`config.mk`:
```
export PLATFORM = sky130hd
export DESIGN_NAME = base64_stream_encoder
export DESIGN_NICKNAME = d
export VERILOG_FILES = /design/src/rtl/b64enc_pkg.sv /design/src/rtl/b64enc_front.sv /design/src/rtl/b64enc_queue.sv /design/src/rtl/b64enc_back.sv /design/src/rtl/base64_stream_encoder.sv
export SDC_FILE = /design/constraint.sdc
export NUM_CORES = 1
export LEC_CHECK = 0
export BUFFER_PORTS_ARGS = -buffer_cell sky130_fd_sc_hd__buf_4
export CAP_MARGIN = 20
export CORE_ASPECT_RATIO = 1.75
export CORE_MARGIN = 2
export CORE_UTILIZATION = 37
export DETAILED_ROUTE_END_ITERATION = 10
export PLACE_DENSITY = 0.55
export REMOVE_ABC_BUFFERS = 1
export SYNTH_ARGS = -nofsm -noshare
export SYNTH_HDL_FRONTEND = slang
export SYNTH_SLANG_ARGS = --single-unit
```
`constraint.sdc`:
```
create_clock -name i_clk -period 3.25 [get_ports i_clk]
set_input_delay 0.65 -clock i_clk [delete_from_list [all_inputs] [get_ports i_clk]]
set_output_delay 0.65 -clock i_clk [all_outputs]
set_load 0.01 [all_outputs]
```
`src/rtl/b64enc_pkg.sv`:
```
// b64enc_pkg: shared types, constants and the character table of the base64 encoder
// no dependencies; used by every module of the encoder
package b64enc_pkg;

    localparam int unsigned BYTE_W      = 8;
    localparam int unsigned CHAR_W      = 7;
    localparam int unsigned SEXTET_W    = 6;
    localparam int unsigned GROUP_W     = 24;
    localparam int unsigned QUEUE_DEPTH = 2;
    localparam int unsigned QPTR_W      = $clog2(QUEUE_DEPTH);
    localparam int unsigned QCNT_W      = $clog2(QUEUE_DEPTH + 1);

    localparam logic [CHAR_W-1:0] PAD_CHAR = 7'h3D;

    typedef logic [1:0] t_held_count;
    typedef logic [1:0] t_char_idx;

    typedef struct packed {
        logic [GROUP_W-1:0] bits;
        logic [1:0]         pad;
        logic               last;
    } t_group;

    function automatic logic [CHAR_W-1:0] sextet_to_char(input logic [SEXTET_W-1:0] s);
        logic [CHAR_W-1:0] c;
        c = 7'h41;
        case (s) inside
            [6'd0:6'd25]:  c = 7'h41 + 7'(s);
            [6'd26:6'd51]: c = 7'h61 + 7'(s - 6'd26);
            [6'd52:6'd61]: c = 7'h30 + 7'(s - 6'd52);
            6'd62:         c = 7'h2B;
            default:       c = 7'h2F;
        endcase
        return c;
    endfunction

endpackage

```
`src/rtl/b64enc_front.sv`:
```
// b64enc_front: accepts message bytes and assembles 24-bit groups with padding info
// depends on b64enc_pkg
module b64enc_front (
    input  logic                          i_clk,
    input  logic                          i_rst_n,
    input  logic                          i_push,
    input  logic [b64enc_pkg::BYTE_W-1:0] i_data_byte,
    input  logic                          i_last_byte,
    input  logic                          i_q_full,
    output logic                          o_accept,
    output logic                          o_q_wr,
    output b64enc_pkg::t_group            o_q_data
);
    import b64enc_pkg::*;

    logic [15:0]  r_held_bytes;
    logic [15:0]  n_held_bytes;
    t_held_count  r_held_count;
    t_held_count  n_held_count;
    logic         w_complete;

    assign o_accept   = i_push && !i_q_full;
    assign w_complete = r_held_count[1] || i_last_byte;
    assign o_q_wr     = o_accept && w_complete;

    always_comb begin
        o_q_data.last = i_last_byte;
        case (r_held_count)
            2'd0: begin
                o_q_data.bits = {i_data_byte, 16'h0000};
                o_q_data.pad  = 2'd2;
            end
            2'd1: begin
                o_q_data.bits = {r_held_bytes[15:8], i_data_byte, 8'h00};
                o_q_data.pad  = 2'd1;
            end
            default: begin
                o_q_data.bits = {r_held_bytes, i_data_byte};
                o_q_data.pad  = 2'd0;
            end
        endcase
    end

    always_comb begin
        n_held_bytes = r_held_bytes;
        n_held_count = r_held_count;
        if (o_accept) begin
            if (w_complete) begin
                n_held_count = 2'd0;
            end else if (r_held_count == 2'd0) begin
                n_held_bytes = {i_data_byte, 8'h00};
                n_held_count = 2'd1;
            end else begin
                n_held_bytes = {r_held_bytes[15:8], i_data_byte};
                n_held_count = 2'd2;
            end
        end
    end

    always_ff @(posedge i_clk) begin
        if (!i_rst_n) begin
            r_held_count <= 2'd0;
        end else begin
            r_held_count <= n_held_count;
        end
    end

    always_ff @(posedge i_clk) begin
        r_held_bytes <= n_held_bytes;
    end

endmodule

```
`src/rtl/b64enc_queue.sv`:
```
// b64enc_queue: short group queue between the byte front end and the character back end
// depends on b64enc_pkg
module b64enc_queue (
    input  logic               i_clk,
    input  logic               i_rst_n,
    input  logic               i_wr,
    input  b64enc_pkg::t_group i_wr_data,
    output logic               o_full,
    input  logic               i_rd,
    output b64enc_pkg::t_group o_rd_data,
    output logic               o_valid
);
    import b64enc_pkg::*;

    t_group              r_entries [QUEUE_DEPTH];
    logic [QPTR_W-1:0]   r_wr_ptr;
    logic [QPTR_W-1:0]   r_rd_ptr;
    logic [QCNT_W-1:0]   r_count;
    logic [QCNT_W-1:0]   n_count;

    assign o_full    = (r_count == QCNT_W'(QUEUE_DEPTH));
    assign o_valid   = (r_count != '0);
    assign o_rd_data = r_entries[r_rd_ptr];

    always_comb begin
        n_count = r_count;
        if (i_wr && !i_rd) begin
            n_count = r_count + 1'b1;
        end else if (!i_wr && i_rd) begin
            n_count = r_count - 1'b1;
        end
    end

    always_ff @(posedge i_clk) begin
        if (!i_rst_n) begin
            r_wr_ptr <= '0;
            r_rd_ptr <= '0;
            r_count  <= '0;
        end else begin
            r_count <= n_count;
            if (i_wr) begin
                r_wr_ptr <= (r_wr_ptr == QPTR_W'(QUEUE_DEPTH - 1)) ? '0 : r_wr_ptr + 1'b1;
            end
            if (i_rd) begin
                r_rd_ptr <= (r_rd_ptr == QPTR_W'(QUEUE_DEPTH - 1)) ? '0 : r_rd_ptr + 1'b1;
            end
        end
    end

    always_ff @(posedge i_clk) begin
        if (i_wr) begin
            r_entries[r_wr_ptr] <= i_wr_data;
        end
    end

endmodule

```
`src/rtl/b64enc_back.sv`:
```
// b64enc_back: splits each queued group into four characters behind an output register
// depends on b64enc_pkg
module b64enc_back (
    input  logic                          i_clk,
    input  logic                          i_rst_n,
    input  b64enc_pkg::t_group            i_q_data,
    input  logic                          i_q_valid,
    output logic                          o_q_rd,
    input  logic                          i_pop,
    output logic                          o_empty,
    output logic [b64enc_pkg::CHAR_W-1:0] o_out_char,
    output logic                          o_out_last
);
    import b64enc_pkg::*;

    t_char_idx          r_idx;
    logic               r_valid;
    logic [CHAR_W-1:0]  r_char;
    logic               r_last;
    logic               w_load;
    logic               w_final;
    logic [SEXTET_W-1:0] w_sextet;
    logic [CHAR_W-1:0]  w_char;

    assign w_load  = i_q_valid && (!r_valid || i_pop);
    assign w_final = (r_idx == 2'd3);
    assign o_q_rd  = w_load && w_final;

    always_comb begin
        case (r_idx)
            2'd0:    w_sextet = i_q_data.bits[23:18];
            2'd1:    w_sextet = i_q_data.bits[17:12];
            2'd2:    w_sextet = i_q_data.bits[11:6];
            default: w_sextet = i_q_data.bits[5:0];
        endcase
        if ((3'(r_idx) + 3'(i_q_data.pad)) >= 3'd4) begin
            w_char = PAD_CHAR;
        end else begin
            w_char = sextet_to_char(w_sextet);
        end
    end

    always_ff @(posedge i_clk) begin
        if (!i_rst_n) begin
            r_idx   <= 2'd0;
            r_valid <= 1'b0;
        end else if (w_load) begin
            r_idx   <= r_idx + 1'b1;
            r_valid <= 1'b1;
        end else if (i_pop) begin
            r_valid <= 1'b0;
        end
    end

    always_ff @(posedge i_clk) begin
        if (w_load) begin
            r_char <= w_char;
            r_last <= i_q_data.last && w_final;
        end
    end

    assign o_empty    = !r_valid;
    assign o_out_char = r_char;
    assign o_out_last = r_last;

endmodule

```
`src/rtl/base64_stream_encoder.sv`:
```
// base64_stream_encoder: standard-alphabet base64 encoder with queue ports on both sides
// depends on b64enc_pkg, b64enc_front, b64enc_queue, b64enc_back
//
// Bytes go in one per cycle while o_full is low; every third byte, or the byte
// flagged last, turns into a 24-bit group that waits in a two-entry group queue.
// The back end puts out one character per cycle, while i_pop is high, from that
// queue through an output register, with '=' padding for a short final group and
// o_out_last on the fourth character of the final group. The character port sets
// the sustained rate, since every group turns into four characters. When the back
// end is idle, the first character of a group goes through the group queue entry
// and then the output register to the result ports after the edge that accepted
// the byte that completed it. o_full rises when both queue entries hold groups.
module base64_stream_encoder (
    input  logic                          i_clk,
    input  logic                          i_rst_n,
    input  logic                          i_push,
    output logic                          o_full,
    input  logic [b64enc_pkg::BYTE_W-1:0] i_data_byte,
    input  logic                          i_last_byte,
    output logic                          o_empty,
    input  logic                          i_pop,
    output logic [b64enc_pkg::CHAR_W-1:0] o_out_char,
    output logic                          o_out_last
);
    import b64enc_pkg::*;

    logic   w_accept;
    logic   w_q_wr;
    logic   w_q_full;
    logic   w_q_rd;
    logic   w_q_valid;
    t_group w_q_wr_data;
    t_group w_q_rd_data;

    assign o_full = !w_accept && i_push ? 1'b1 : w_q_full;

    b64enc_front u_front (
        .i_clk       (i_clk),
        .i_rst_n     (i_rst_n),
        .i_push      (i_push),
        .i_data_byte (i_data_byte),
        .i_last_byte (i_last_byte),
        .i_q_full    (w_q_full),
        .o_accept    (w_accept),
        .o_q_wr      (w_q_wr),
        .o_q_data    (w_q_wr_data)
    );

    b64enc_queue u_queue (
        .i_clk     (i_clk),
        .i_rst_n   (i_rst_n),
        .i_wr      (w_q_wr),
        .i_wr_data (w_q_wr_data),
        .o_full    (w_q_full),
        .i_rd      (w_q_rd),
        .o_rd_data (w_q_rd_data),
        .o_valid   (w_q_valid)
    );

    b64enc_back u_back (
        .i_clk      (i_clk),
        .i_rst_n    (i_rst_n),
        .i_q_data   (w_q_rd_data),
        .i_q_valid  (w_q_valid),
        .o_q_rd     (w_q_rd),
        .i_pop      (i_pop),
        .o_empty    (o_empty),
        .o_out_char (o_out_char),
        .o_out_last (o_out_last)
    );

endmodule

```
# After elaboration in Yosys (flattened, before gate mapping)
# Memories as Yosys holds them, arrays and structs flattened. A register that Yosys moved wholly into a read port is not among the register bits.
# Index checks and enable logic that the tools add are counted.
[word_totals] memories=1 ram_bits=54 in_bits=13 reg_bits=33
[classes] eq_ne=6 muxes=19 bitwise_logic=1 addsub=11 n_reduce_logical=25 order_cmp=7
[memory_table] name="u_queue.r_entries" words=2 word_bits=27 read_ports=1 rd_ports_with_merged_regs=1 wr=1 line_no="b64enc_queue.sv:15" rtl="t_group r_entries [QUEUE_DEPTH];"
[op_table] op="$pmux 26 s2" count=1
[op_table] op="$mux 7" count=3
[op_table] op="$pmux 6 s3" count=1
[op_table] op="$le 6x6->1 const B" count=2
[op_table] op="$logic_and 1x1->1" count=11
[op_table] op="$mux 1" count=9
[op_table] op="$mux 2" count=4
[op_table] op="$add 6x7->7 const A" count=1
[op_table] op="$add 7x6->7 const A" count=1
[op_table] op="$add 7x7->7 const A" count=1
[op_table] op="$sub 6x5->7 const B" count=1
[op_table] op="$sub 6x6->7 const B" count=1
[op_table] op="$eq 2x2->1 const B" count=3
[op_table] op="$eq 6x6->1 const B" count=1
[op_table] op="$ge 6x1->1 const B" count=1
[op_table] op="$ge 6x5->1 const B" count=1
[op_table] op="$ge 6x6->1 const B" count=1
[op_table] op="$le 6x5->1 const B" count=1
[op_table] op="$reduce_bool 2->1" count=3
[op_table] op="$logic_not 1->1" count=5
[op_table] op="$add 2x1->2 const B" count=2
[op_table] op="$eq 2x1->1 const B" count=2
[op_table] op="$logic_not 2->1" count=2
[op_table] op="$add 2x2->3" count=1
[op_table] op="8 further kinds" count=10

# Depth between registers and ports, before layout
# Gate-level depths: netlist of the first run.
[depth] word_depth=8 depth_mapped=14 mapped_depth_nobuf=13

# Cells and area by module
# Synthesis of the first run repeated with hierarchy kept, for this count alone.
[unflattened] cells_unflattened=301 hier_area_um2=4236.6
[modules_own_cells] module="b64enc_queue" n_inst=1 area_each_um2=2174.6 cells_each=106
[modules_own_cells] module="b64enc_back" n_inst=1 area_each_um2=1167.4 cells_each=126
[modules_own_cells] module="b64enc_front" n_inst=1 area_each_um2=883.3 cells_each=67
[modules_own_cells] module="base64_stream_encoder" n_inst=1 area_each_um2=11.3 cells_each=2

# Least setup slack after synthesis of the first run
# Ideal clock, no wire load.
[synth_timing] kind="input to register" from="input i_push" to="memory u_queue.r_entries[0][0] in the netlist's numbering, enable pin" path_stages=2 n_path_buf=0 t_arrival_ns=2.835 slack_ns=-0.032 setup_time_ns=0.447 cell_sequence="o21ai_0 > nor3_1"
[synth_between] elab_chain_len=4
[synth_rtl] element="from (decl)" line_no="base64_stream_encoder.sv:16" rtl="input logic i_push,"
[synth_rtl] element="$logic_and 1x1->1" line_no="b64enc_front.sv:22" rtl="assign o_accept = i_push && !i_q_full;"
[synth_rtl] element="$logic_and 1x1->1" line_no="b64enc_front.sv:24" rtl="assign o_q_wr = o_accept && w_complete;"
[synth_rtl] element="$mux 1" line_no="b64enc_queue.sv:51" rtl="if (i_wr) begin"
[synth_rtl] element="$mux 1 (implied by the code)" line_no="b64enc_queue.sv:52" rtl="r_entries[r_wr_ptr] <= i_wr_data;"
[synth_rtl] element="to (decl)" line_no="b64enc_queue.sv:15"
# No other way between the ends.

# Final worst setup path of the first run
[layout_timing] from="register u_back.r_idx[1]" to="register u_back.r_char[3], in the netlist u_back.o_out_char[3], data pin"
[layout_between] elab_chain_len=7 elab_cells_between_ends=23
[layout_rtl] element="from (decl)" line_no="b64enc_back.sv:16" rtl="t_char_idx r_idx;"
[layout_rtl] element="from (signal assigned)" line_no="b64enc_back.sv:48" rtl="r_idx <= r_idx + 1'b1;"
[layout_rtl] element="$eq 2x2->1 (tied with other cells)" line_no="b64enc_back.sv:30" rtl="case (r_idx)"
[layout_rtl] element="$pmux 6 s3" line_no="b64enc_back.sv:30"
[layout_rtl] element="$sub 6x6->7 (tied with other cells)" line_no="b64enc_pkg.sv:30" rtl="[6'd52:6'd61]: c = 7'h30 + 7'(s - 6'd52);"
[layout_rtl] element="$add 6x7->7 / $logic_and 1x1->1 (equally long branches)" line_no="b64enc_pkg.sv:30, b64enc_back.sv:39"
[layout_rtl] element="$mux 7 (3 in a row)" line_no="b64enc_pkg.sv:27" rtl="case (s) inside"
[layout_rtl] element="to (signal assigned)" line_no="b64enc_back.sv:57" rtl="r_char <= w_char;"
[layout_rtl] element="to (decl)" line_no="b64enc_back.sv:18" rtl="logic [CHAR_W-1:0] r_char;"
# Parallel ways exist; a longest one is shown, timed or not.
# A chain may end at the register's enable or synchronous reset.

==> key figures, run 1 <==
Place
  – Total instance count after detailed placement: 440
  – # port buffers: 22
  – Gp weighted congestion: 0.8830
  – Hpwl dp: 5741 microns
  – Placed inst area: 4368 sq um

Die
  – Core region area: 10570 sq um
  – I/O pin count: 23
  – Die Footprint: 11630 sq um
  – Starting density of the core: 37.63%
  – Height of the chip: 141.2 microns
  – Site Rows: 50
  – Width of the die: 82.39 microns

STA
  – Final period utilization: 94.65%
  – Number of endpoints with negative hold slack in the final report: 0
  – Final worst hold slack: 0.5231 ns
  – Transition time at the pin with the least slew margin: 0.8285 ns
  – Setup repair after global routing missed its margin: no
  – Minimum clock period after layout: 3.076 ns
  – Worst clock skew on the final layout: 0.004615 ns
  – Final setup fails: 0
  – Normalized max-slew margin: 44.18%
  – Max Fclk: 325.1 MHz
  – Pins over their slew limit: 0

Critical path
  – Critical Path Fanout Max: 9
  – Class of the most critical setup path: reg2reg
  – Sort of element at the end of the critical path: register
  – Endpoint required time on the critical path: 3.33 ns
  – Worst-path cell chain: buf_4, ha_1, or2_1, o311ai_4, inv_1, ha_1, nand2_1, a31oi_1, o22ai_4, a211oi_1, o41a_1
  – Crit start category: register
  – Critical path's top delay family: compound AO/OA/AOI/OAI gates
  – R2R setup slack: 0.17 ns
  – CP max stage cell: sky130_fd_sc_hd__o41a_1
  – Crit path DAT: 3.16 ns
  – Number of buffer and inverter stages on the critical path: 2
  – Library cell appearing most often on the critical path: sky130_fd_sc_hd__ha_1
  – Max incr delay on CP: 0.38 ns

Clock network
  – Number of hold buffers added after cts: 0
  – CTS tree: done
  – CTS clock-pin slew for the worst setup and hold paths: 0.06 ns
  – Total clock sinks: 88
  – Later-pin clock latency in the skew report: 0.33 ns
  – Root buf cell: sky130_fd_sc_hd__clkbuf_16
  – H-Tree Level Count: 3
  – Maximum clock path buffer count: 2
  – Clock buffers created by TritonCTS: 9

Yosys
  – Portion of the post-synthesis area used by sequential elements: 63.90%
  – Gate count of the mapped netlist: 285
  – Flops & latches, synth: 88
  – Synth warnings: 0
  – Share of flip-flops with an asynchronous set or reset after synthesis: 0%
  – Avg Inst Size Synth: 13.96 sq um
  – Post-synth top flop: sky130_fd_sc_hd__edfxtp_1
  – Post-synthesis cell area: 3979 sq um
  – Count of distinct cell types in the synthesized netlist: 47
  – Number of enable-type register cells in the synthesized netlist: 78

Routing
  – DR top layer: met4
  – Detailed-router iteration count before antenna repair: 5
  – Number of remaining DRC errors: 0
  – Number of DRC markers in iteration 0: 117
  – Wire length after detailed routing: 7829 microns
  – Final antenna-violating net count: 0
  – Detailed route wirelength on metal2: 4386 microns
  – WL met3: 166 microns
  – Via density per instance: 5.212
  – Final routed wire length divided by cell count: 17.13 microns
  – Post-Route M1 WL: 3027 microns
  – Total vias in the final route: 2382

Power and ir drop
  – Total power of the final layout: 0.002933 W
  – Cell internal power dissipation: 0.002129 W
  – Total power density per cell area: 628.6 nW/um^2
  – Comb power frac: 22.1%
  – Clk network pwr share: 31.6%
  – Peak supply drop: 0.3229 mV
  – Lkg Pwr: 1.645 nW
  – Psw: 0.0008036 W
  – Share of power burned in registers: 46.3%
  – Switching power share of the total: 27.40%

Final layout
  – Area overhead of the layout relative to synthesis: 17.26%
  – Commonest cells after routing, fill and taps aside: sky130_fd_sc_hd__edfxtp_1 (78), sky130_fd_sc_hd__buf_4 (38), sky130_fd_sc_hd__nand2_1 (15), sky130_fd_sc_hd__nor2b_1 (15), sky130_fd_sc_hd__and2_1 (14)
  – Final Cell Area: 4666 sq um
  – Leading cell type in the layout, fill and taps excluded: sky130_fd_sc_hd__edfxtp_1
  – Final Instance Count excl. Fillers: 457
  – Utilization after layout: 44.13%
  – Fraction of final layout cells with drive strength greater than 1: 23.55%
  – Antenna fix cells: 0
  – Nets@finish: 348

Global routing
  – Wire length of the first global-routing pass: 12620 microns
  – Number of antenna violations at the first check in global routing: 0
  – Global routing usage summed across all routing layers: 14.77%
  – Leftover overflow at the end of global routing: 0
  – Largest net degree at the start of global routing: 28
  – Number of global-route vias before repair: 2504

Min path
  – Classification of the worst-slack hold path: in2reg

Run status
  – Status: finished clean

Run
  – Count of max-cap constraint violations: 0
-- state kept, by name (all words and copies together), names as in the netlist, named ones only --
name and count:
u_back.o_out_char 7, u_back.o_out_last 1, u_back.r_idx 2, u_back.r_valid 1
u_front.r_held_bytes 16, u_front.r_held_count 2, u_queue.r_count 2, u_queue.r_entries 54
u_queue.r_rd_ptr 1, u_queue.r_wr_ptr 1
-- synth_stat cells, types with 3 or more instances --
cell type	count	area, sq um
sky130_fd_sc_hd__nand2_1	15	56.30
sky130_fd_sc_hd__a22o_1	9	78.83
sky130_fd_sc_hd__a22oi_1	9	67.56
sky130_fd_sc_hd__a21oi_1	6	30.03
sky130_fd_sc_hd__dfxtp_1	10	200.2
sky130_fd_sc_hd__nor2b_1	15	93.84
sky130_fd_sc_hd__ha_1	13	162.7
sky130_fd_sc_hd__xnor2_1	6	52.55
sky130_fd_sc_hd__inv_1	10	37.54
sky130_fd_sc_hd__mux2i_1	8	80.08
sky130_fd_sc_hd__nand3_1	11	55.05
sky130_fd_sc_hd__buf_2	5	25.02
sky130_fd_sc_hd__edfxtp_1	78	2342
sky130_fd_sc_hd__o21ai_0	6	30.03
sky130_fd_sc_hd__nor2_1	11	41.29
sky130_fd_sc_hd__mux2_2	10	112.6
sky130_fd_sc_hd__nor3_1	6	30.03
sky130_fd_sc_hd__clkbuf_1	5	18.77
sky130_fd_sc_hd__and2_1	14	87.58
sky130_fd_sc_hd__a222oi_1	5	50.05
sky130_fd_sc_hd__a211oi_1	3	22.52
-- power groups by stage --
| stage | combinational, W | sequential, W | clock [W] |
|---|---|---|---|
| after floorplan | 0.000415 | 0.00139 | 0 |
| after global placement | 0.000622 | 0.00138 | 0 |
| after detailed placement | 0.000632 | 0.00138 | 0 |
| after CTS | 0.000634 | 0.00136 | 0.000943 |
| after global routing | 0.000714 | 0.00136 | 0.000987 |
| final | 0.000650 | 0.00136 | 0.000927 |
-- final timing paths --
check,startpoint,end,depth (start not counted)
hold / removal,i_data_byte[6],u_front.r_held_bytes[14],1
setup / recovery,u_back.r_idx[1],u_back.o_out_char[3],11
hold reg to reg,u_queue.r_count[1],u_queue.r_count[1],2
setup reg to reg,u_back.r_idx[1],u_back.o_out_char[3],11
-- through the flow --
step                setup slack (ns)  setup TNS [ns]
global placement              0.1863               0
finish                        0.1738               0
floorplan                   -0.03184         -0.8597
CTS                          0.07315               0
global route                 0.01248               0
detailed placement           0.08593               0
-- layout make-up --
type | instances | area, sq um
clock buffers | 11 | 232.7
clock inverters | 5 | 33.78
fillers | 978 | 5907
inverters | 10 | 37.54
multi-input cells | 175 | 1370
flip-flops and latches | 88 | 2544
well taps | 130 | 162.7
repair buffers | 38 | 285.3
-- cells by family after synthesis --
kind of cell / after synthesis / share of synthesized area [%]
flip-flops: 88 / 63.90
XOR/XNOR: 8 / 1.761
adder cells (fa/ha/maj): 13 / 4.088
buffers and inverters: 22 / 2.516
AO/OA/AOI/OAI: 53 / 11.10
multiplexers: 19 / 5.409
AND/OR/NAND/NOR: 82 / 11.23
-- per-layer routing --
layer  track usage, %  vias to the layer above
met4            8.684                        0
met5                0                        -
li1                 -                     1160
met3            2.497                       18
met1            15.63                     1158
met2            26.32                       46
-- timing repair --
| item | 4_1_cts | 5_1_grt |
|---|---|---|
| endpoints found under the setup margin | 0 | 6 |
| buffers inserted | 0 | 1 |
| gates resized for setup | 0 | 5 |
(Power assumes the default switching activity.)
==> inputs of run 2 (changes only) <==
==> constraint.sdc (replaced) <==
create_clock -name i_clk -period 2.5 [get_ports i_clk]
set_input_delay 0.5 -clock i_clk [delete_from_list [all_inputs] [get_ports i_clk]]
set_output_delay 0.5 -clock i_clk [all_outputs]
set_load 0.01 [all_outputs]
==> run 2 against run 1 <==
The run now ends with setup timing left; global-route usage grew 0.82 points; die area stayed put; wire length up 9.5%; sequential power rose by 30%; hold slack worse by 0.16 ns; core utilization rose by 6.1 points; largest cell class unchanged.
==> key figures, run 2 (same netlist as run 1, synthesis figures left out) <==
Run status
  – Status: finished, violations left
  – Violated checks: setup timing

STA
  – Final setup fails: 6 (+6)
  – Setup repair after global routing missed its margin: yes
  – Final worst-path setup slack: -0.2745 ns (-0.4483 ns)
  – Max Fclk: 360.4 MHz (+11%)
  – Final period utilization: 111.0% (+16 points)
  – Worst clock skew on the final layout: 0.004981 ns (+0.0003656 ns)
  – Normalized max-slew margin: 75.51% (+31 points)
  – Number of endpoints with negative hold slack in the final report: 0 (unchanged)
  – Pins over their slew limit: 0 (unchanged)
  – Minimum clock period after layout: 2.775 ns (-0.3017 ns)
  – Transition time at the pin with the least slew margin: 0.3669 ns (-0.4616 ns)
  – Setup tns final: -1.342 ns (-1.342 ns)
  – Final worst hold slack: 0.3654 ns (-0.1577 ns)

Critical path
  – Endpoint required time on the critical path: 2.59 ns (-0.74 ns)
  – RR Endpoint: u_back.o_out_char[3]
  – R2R setup slack: -0.27 ns (-0.45 ns)
  – Crit path DAT: 2.87 ns (-0.29 ns)
  – Worst setup startpoint: u_back.r_idx[0]
  – Worst Reg-to-Reg Cells: 10 (-1)
  – Sort of element at the end of the critical path: register
  – Critical Path Fanout Max: 6 (-3)
  – Crit start category: register
  – Class of the most critical setup path: reg2reg
  – Critical path destination: u_back.o_out_char[3]
  – Origin of the critical flop-to-flop path: u_back.r_idx[0]

Power and ir drop
  – Peak supply drop: 0.4685 mV (+45%)
  – Total power density per cell area: 827.2 nW/um^2 (+32%)
  – Lkg Pwr: 1.929 nW (+17%)

Global routing
  – Number of global-route vias before repair: 2638 (+5.4%)
  – Largest net degree at the start of global routing: 28 (unchanged)
  – Number of antenna violations at the first check in global routing: 0 (unchanged)
  – Leftover overflow at the end of global routing: 0 (unchanged)
  – Global routing usage summed across all routing layers: 15.60% (+0.82 points)
  – Wire length of the first global-routing pass: 13210 microns (+4.6%)

Die
  – Starting density of the core: 37.63% (unchanged)
  – Site Rows: 50 (unchanged)
  – Height of the chip: 141.2 microns (unchanged)
  – I/O pin count: 23 (unchanged)
  – Width of the die: 82.39 microns (unchanged)
  – Die Footprint: 11630 sq um (unchanged)
  – Core region area: 10570 sq um (unchanged)

Routing
  – Final antenna-violating net count: 0 (unchanged)
  – Wire length after detailed routing: 8573 microns (+9.5%)
  – Final routed wire length divided by cell count: 16.94 microns (-1.1%)
  – Number of DRC markers in iteration 0: 72 (-38%)
  – Via density per instance: 5.093 (-2.3%)
  – Number of remaining DRC errors: 0 (unchanged)
  – Total vias in the final route: 2577 (+8.2%)
  – Detailed-router iteration count before antenna repair: 6 (+1)

Clock network
  – H-Tree Level Count: 3 (unchanged)
  – Later-pin clock latency in the skew report: 0.34 ns (about the same)
  – Root buf cell: sky130_fd_sc_hd__clkbuf_16
  – CTS tree: done
  – Number of hold buffers added after cts: 0 (unchanged)
  – CTS clock-pin slew for the worst setup and hold paths: 0.06 ns (about the same)
  – Total clock sinks: 88 (unchanged)
  – Clock buffers created by TritonCTS: 9 (unchanged)
  – Maximum clock path buffer count: 2 (unchanged)

Final layout
  – Filler cell count in the final layout: 918 (-6.1%)
  – Area overhead of the layout relative to synthesis: 33.46%
  – Fraction of final layout cells with drive strength greater than 1: 41.76% (+18 points)
  – Nets@finish: 397 (+14%)
  – Reg area: 2550 sq um (+0.25%)
  – Commonest cells after routing, fill and taps aside: sky130_fd_sc_hd__buf_4 (78), sky130_fd_sc_hd__edfxtp_1 (78), sky130_fd_sc_hd__nor2b_1 (15)
  – Utilization after layout: 50.22% (+6.1 points)
  – Antenna fix cells: 0 (unchanged)
  – Largest register by flop count: u_queue.r_entries
  – Final Cell Area: 5310 sq um (+14%)
  – Area used by multi-input combinational logic: 1569 sq um (+15%)
  – Flip-flop count of the largest register after layout: 54 (unchanged)

Min path
  – Classification of the worst-slack hold path: in2reg

Run
  – Count of max-cap constraint violations: 0 (unchanged)

Place
  – Placed inst area: 4631 sq um (+6.0%)
  – Gp weighted congestion: 0.8665 (-1.9%)
  – # port buffers: 22 (unchanged)
  – Hpwl dp: 6053 microns (+5.4%)
-- run 2: power by group --
| group | internal [W] | switching (W) | total, W |
|---|---|---|---|
| Sequential | 0.00173 | 0.0000375 | 0.00177 |
| Combinational | 0.000665 | 0.000629 | 0.00129 |
| Clock | 0.000779 | 0.000554 | 0.00133 |
-- run 2: worst min-delay path by stage --
stage                       startpoint                      end  slack, ns  cells after the start
global placement    u_queue.r_count[1]       u_queue.r_count[1]       0.51                      2
CTS                     i_data_byte[0]  u_front.r_held_bytes[8]       0.36                      1
global route            i_data_byte[0]  u_front.r_held_bytes[8]       0.36                      1
floorplan           u_queue.r_count[1]       u_queue.r_count[1]       0.49                      2
detailed placement  u_queue.r_count[1]           u_back.r_valid       0.54                      1
finish                  i_data_byte[0]  u_front.r_held_bytes[8]       0.37                      1
-- run 2: critical path, stage by stage, from the launching register on --
cell and delay (ns):
sky130_fd_sc_hd__dfxtp_4 0.37, sky130_fd_sc_hd__buf_6 0.10, sky130_fd_sc_hd__ha_4 0.15, sky130_fd_sc_hd__a222oi_1 0.08
sky130_fd_sc_hd__mux4_2 0.51, sky130_fd_sc_hd__buf_6 0.15, sky130_fd_sc_hd__ha_4 0.15, sky130_fd_sc_hd__or2_4 0.26
sky130_fd_sc_hd__a211oi_4 0.26, sky130_fd_sc_hd__nor2_4 0.09, sky130_fd_sc_hd__o41a_1 0.40
-- run 2: per-stage QoR --
stage / cells / setup WS [ns] / total power, W
final: 506 / -0.2745 / 0.004392
after detailed placement: 475 / -0.4478 / 0.002778
after global routing: 506 / -0.3652 / 0.004591
after floorplan: 273 / -0.6318 / 0.002344
after global placement: 475 / -0.4371 / 0.002760
after CTS: 494 / -0.2216 / 0.004246
-- run 2: metal layers --
layer | global-route usage, % | vias up | wire length [microns]
met5 | 0 | - | 0
li1 | - | 1255 | -
met2 | 28.01 | 41 | 4986
met3 | 3.585 | 21 | 173
met4 | 8.947 | 0 | 271
met1 | 15.75 | 1260 | 3141
-- run 2: final cells by class --
type | instances | area share (%)
Sequential cell | 88 | 48.02
Multi-Input combinational cell | 175 | 29.55
Timing Repair Buffer | 87 | 12.94
Clock buffer | 10 | 4.312
Tap cell | 130 | 3.063
Clock inverter | 6 | 1.272
Inverter | 10 | 0.8483
-- run 2: timing repair --
action,4_1_cts,5_1_grt
hold endpoints to repair,0,0
resized for setup,41,23
endpoints found under the setup margin,7,7
buffers inserted,3,12
pin swaps,18,16
==> inputs of run 3 (changes only) <==
--- a/config.mk
+++ b/config.mk
@@ -11,8 +11,9 @@
 export CORE_MARGIN = 2
 export CORE_UTILIZATION = 37
 export DETAILED_ROUTE_END_ITERATION = 10
-export PLACE_DENSITY = 0.55
+export PLACE_DENSITY = 0.53
 export REMOVE_ABC_BUFFERS = 1
+export SLEW_MARGIN = 20
 export SYNTH_ARGS = -nofsm -noshare
 export SYNTH_HDL_FRONTEND = slang
 export SYNTH_SLANG_ARGS = --single-unit
==> constraint.sdc (replaced) <==
create_clock -name i_clk -period 2.91 [get_ports i_clk]
set_input_delay 0.582 -clock i_clk [delete_from_list [all_inputs] [get_ports i_clk]]
set_output_delay 0.582 -clock i_clk [all_outputs]
set_load 0.01 [all_outputs]
==> run 3 against run 2 <==
The flow now finishes without violations; flip-flop and latch count unchanged; wire length is 5.1% lower; core utilization down 3.5 points; highest routed layer unchanged.
==> key figures, run 3 (same netlist as run 1, synthesis figures left out) <==
Run status
  – Status: finished clean

Clock network
  – CTS clock-pin slew for the worst setup and hold paths: 0.06 ns (about the same)
  – CTS tree: done
  – Later-pin clock latency in the skew report: 0.34 ns (about the same)
  – Total clock sinks: 88 (unchanged)
  – Root buf cell: sky130_fd_sc_hd__clkbuf_16
  – Clock buffers created by TritonCTS: 9 (unchanged)
  – Maximum clock path buffer count: 2 (unchanged)
  – H-Tree Level Count: 3 (unchanged)
  – Number of hold buffers added after cts: 0 (unchanged)

Place
  – Placed inst area: 4518 sq um (-2.4%)
  – # port buffers: 22 (unchanged)
  – Worst setup slack after placement: -0.1345 ns (+0.3133 ns)
  – Gp weighted congestion: 0.8347 (-3.7%)
  – Hpwl dp: 5870 microns (-3.0%)

Min path
  – Hold path depth: 1 (unchanged)
  – HP Start: i_data_byte[6]
  – Worst hold path endpoint: u_front.r_held_bytes[14]
  – Classification of the worst-slack hold path: in2reg

Global routing
  – Global routing usage summed across all routing layers: 15.43% (-0.17 points)
  – Number of global-route vias before repair: 2566 (-2.7%)
  – Leftover overflow at the end of global routing: 0 (unchanged)
  – Number of antenna violations at the first check in global routing: 0 (unchanged)
  – Wire length of the first global-routing pass: 13050 microns (-1.2%)
  – Largest net degree at the start of global routing: 28 (unchanged)

STA
  – Max Fclk: 355.9 MHz (-1.3%)
  – Final period utilization: 96.55% (-14 points)
  – Pins over their slew limit: 0 (unchanged)
  – Minimum clock period after layout: 2.810 ns (+0.03515 ns)
  – Final setup fails: 0 (-6)
  – Normalized max-slew margin: 45.58% (-30 points)
  – Final worst-path setup slack: 0.1003 ns (+0.3749 ns)
  – Transition time at the pin with the least slew margin: 0.8078 ns (+0.4409 ns)
  – Number of endpoints with negative hold slack in the final report: 0 (unchanged)
  – Worst clock skew on the final layout: 0.006316 ns (+0.001335 ns)

Critical path
  – RR Endpoint: u_back.o_out_char[3]
  – Worst Reg-to-Reg Cells: 13 (+3)
  – Origin of the critical flop-to-flop path: u_back.r_idx[1]
  – Critical Path Fanout Max: 5 (-1)
  – R2R setup slack: 0.10 ns (+0.37 ns)
  – Max incr delay on CP: 0.47 ns (-0.04 ns)
  – Endpoint required time on the critical path: 2.99 ns (+0.40 ns)
  – Crit start category: register
  – Class of the most critical setup path: reg2reg
  – Number of buffer and inverter stages on the critical path: 4 (+2)
  – CP max stage cell: sky130_fd_sc_hd__mux4_2
  – Sort of element at the end of the critical path: register
  – Crit path DAT: 2.89 ns (+0.02 ns)
  – Critical path's top delay family: compound AO/OA/AOI/OAI gates
  – Library cell appearing most often on the critical path: sky130_fd_sc_hd__inv_1
  – Worst-path cell chain: inv_1, ha_2, a222oi_1, mux4_2, inv_1, buf_4, ha_1, inv_1, nand2_2, a31oi_4, o22ai_4, a211oi_2, o41a_1

Final layout
  – Largest register by flop count: u_queue.r_entries
  – Utilization after layout: 46.71% (-3.5 points)
  – Flip-flop count of the largest register after layout: 54 (unchanged)
  – Leading cell type in the layout, fill and taps excluded: sky130_fd_sc_hd__edfxtp_1
  – Final Cell Area: 4938 sq um (-7.0%)
  – Fraction of final layout cells with drive strength greater than 1: 33.71% (-8.0 points)
  – Area used by multi-input combinational logic: 1440 sq um (-8.2%)
  – Reg area: 2551 sq um (about the same)
  – Antenna fix cells: 0 (unchanged)
  – Commonest cells after routing, fill and taps aside: sky130_fd_sc_hd__edfxtp_1 (78), sky130_fd_sc_hd__buf_4 (58), sky130_fd_sc_hd__nor2b_1 (15)
  – Filler cell count in the final layout: 965 (+5.1%)
  – Area overhead of the layout relative to synthesis: 24.12%
  – Nets@finish: 371 (-6.5%)

Die
  – Width of the die: 82.39 microns (unchanged)
  – Die Footprint: 11630 sq um (unchanged)
  – Height of the chip: 141.2 microns (unchanged)
  – Site Rows: 50 (unchanged)
  – Starting density of the core: 37.63% (unchanged)
  – Core region area: 10570 sq um (unchanged)
  – I/O pin count: 23 (unchanged)

Routing
  – Number of DRC markers in iteration 0: 140 (+94%)
  – Wire length after detailed routing: 8137 microns (-5.1%)
  – Final antenna-violating net count: 0 (unchanged)
  – Detailed-router iteration count before antenna repair: 4 (-2)
  – Number of remaining DRC errors: 0 (unchanged)
  – Final routed wire length divided by cell count: 16.95 microns (about the same)
  – Via density per instance: 5.110 (+0.34%)
  – Total vias in the final route: 2453 (-4.8%)

Power and ir drop
  – Peak supply drop: 0.3753 mV (-20%)
  – Total power density per cell area: 703.2 nW/um^2 (-15%)
  – Lkg Pwr: 1.774 nW (-8.0%)

Run
  – Count of max-cap constraint violations: 0 (unchanged)
[run 3: changes by cell type in the layout (fill, tap and decap cells not counted), sizes merged]
cell	previous run	this run
inv	12	10
bufinv	1	0
clkinv	1	2
buf	87	61
clkinvlp	2	1
clkbuf	10	13
[run 3: cell type report]
type | instances | share of cell area, %
timing repair buffer | 61 | 9.501
clock buffer | 13 | 5.270
inverter | 10 | 0.7601
tap | 130 | 3.294
multi-input combinational | 175 | 29.16
sequential | 88 | 51.66
clock inverter | 3 | 0.3547
[run 3: worst max-delay path by stage]
| stage | cells past startpoint | from | slack, ns | to |
|---|---|---|---|---|
| final | 13 | u_back.r_idx[1] | 0.10 | u_back.o_out_char[3] |
| after global routing | 11 | u_back.r_idx[1] | -0.01 | u_back.o_out_char[1] |
| after CTS | 10 | u_back.r_idx[0] | 0.02 | u_back.o_out_char[3] |
| after detailed placement | 10 | u_back.r_idx[0] | -0.13 | u_back.o_out_char[3] |
| after global placement | 10 | u_back.r_idx[1] | -0.02 | u_back.o_out_char[3] |
| after floorplan | 2 | i_push | -0.30 | u_queue.r_entries[0][0] |
[run 3: per-layer routing]
layer	share of wire, %	global-route usage [%]	vias to the layer above
li1	-	-	1199
met1	39	16.46	1188
met2	56	27.33	46
met3	2.7	3.265	20
met4	3.0	8.158	0
met5	0	0	-
[run 3: power breakdown]
part / switching, W / internal [W]
Sequential: 0.0000315 / 0.00148
Clock: 0.000456 / 0.000623
Combinational: 0.000457 / 0.000421
[run 3: through the flow]
step / std cells / TNS (ns) / hold slack (ns) / power, W
finish: 480 / 0 / 0.4606 / 0.003473
global route: 480 / -0.01000 / 0.4486 / 0.003642
floorplan: 273 / -8.890 / 0.4901 / 0.002013
detailed placement: 460 / -0.3915 / 0.5251 / 0.002331
CTS: 477 / 0 / 0.4504 / 0.003426
global placement: 460 / -0.02771 / 0.5194 / 0.002321
[run 3: worst reg2reg max path, delay by kind of cell, from the launching register on]
| family | cells | cell delay (ns) |
|---|---|---|
| multiplexers | 1 | 0.48 |
| buffers and inverters | 4 | 0.38 |
| AND/OR/NAND/NOR | 1 | 0.09 |
| flip-flops | 1 | 0.36 |
| adder cells (fa/ha/maj) | 2 | 0.36 |
| AO/OA/AOI/OAI | 5 | 0.91 |
[run 3: repair_timing]
action                                  CTS  global route
resized for setup                         9            22
endpoints found under the setup margin    6             5
pin swaps                                 4            11
hold endpoints to repair                  0             0
buffers inserted                          1             3
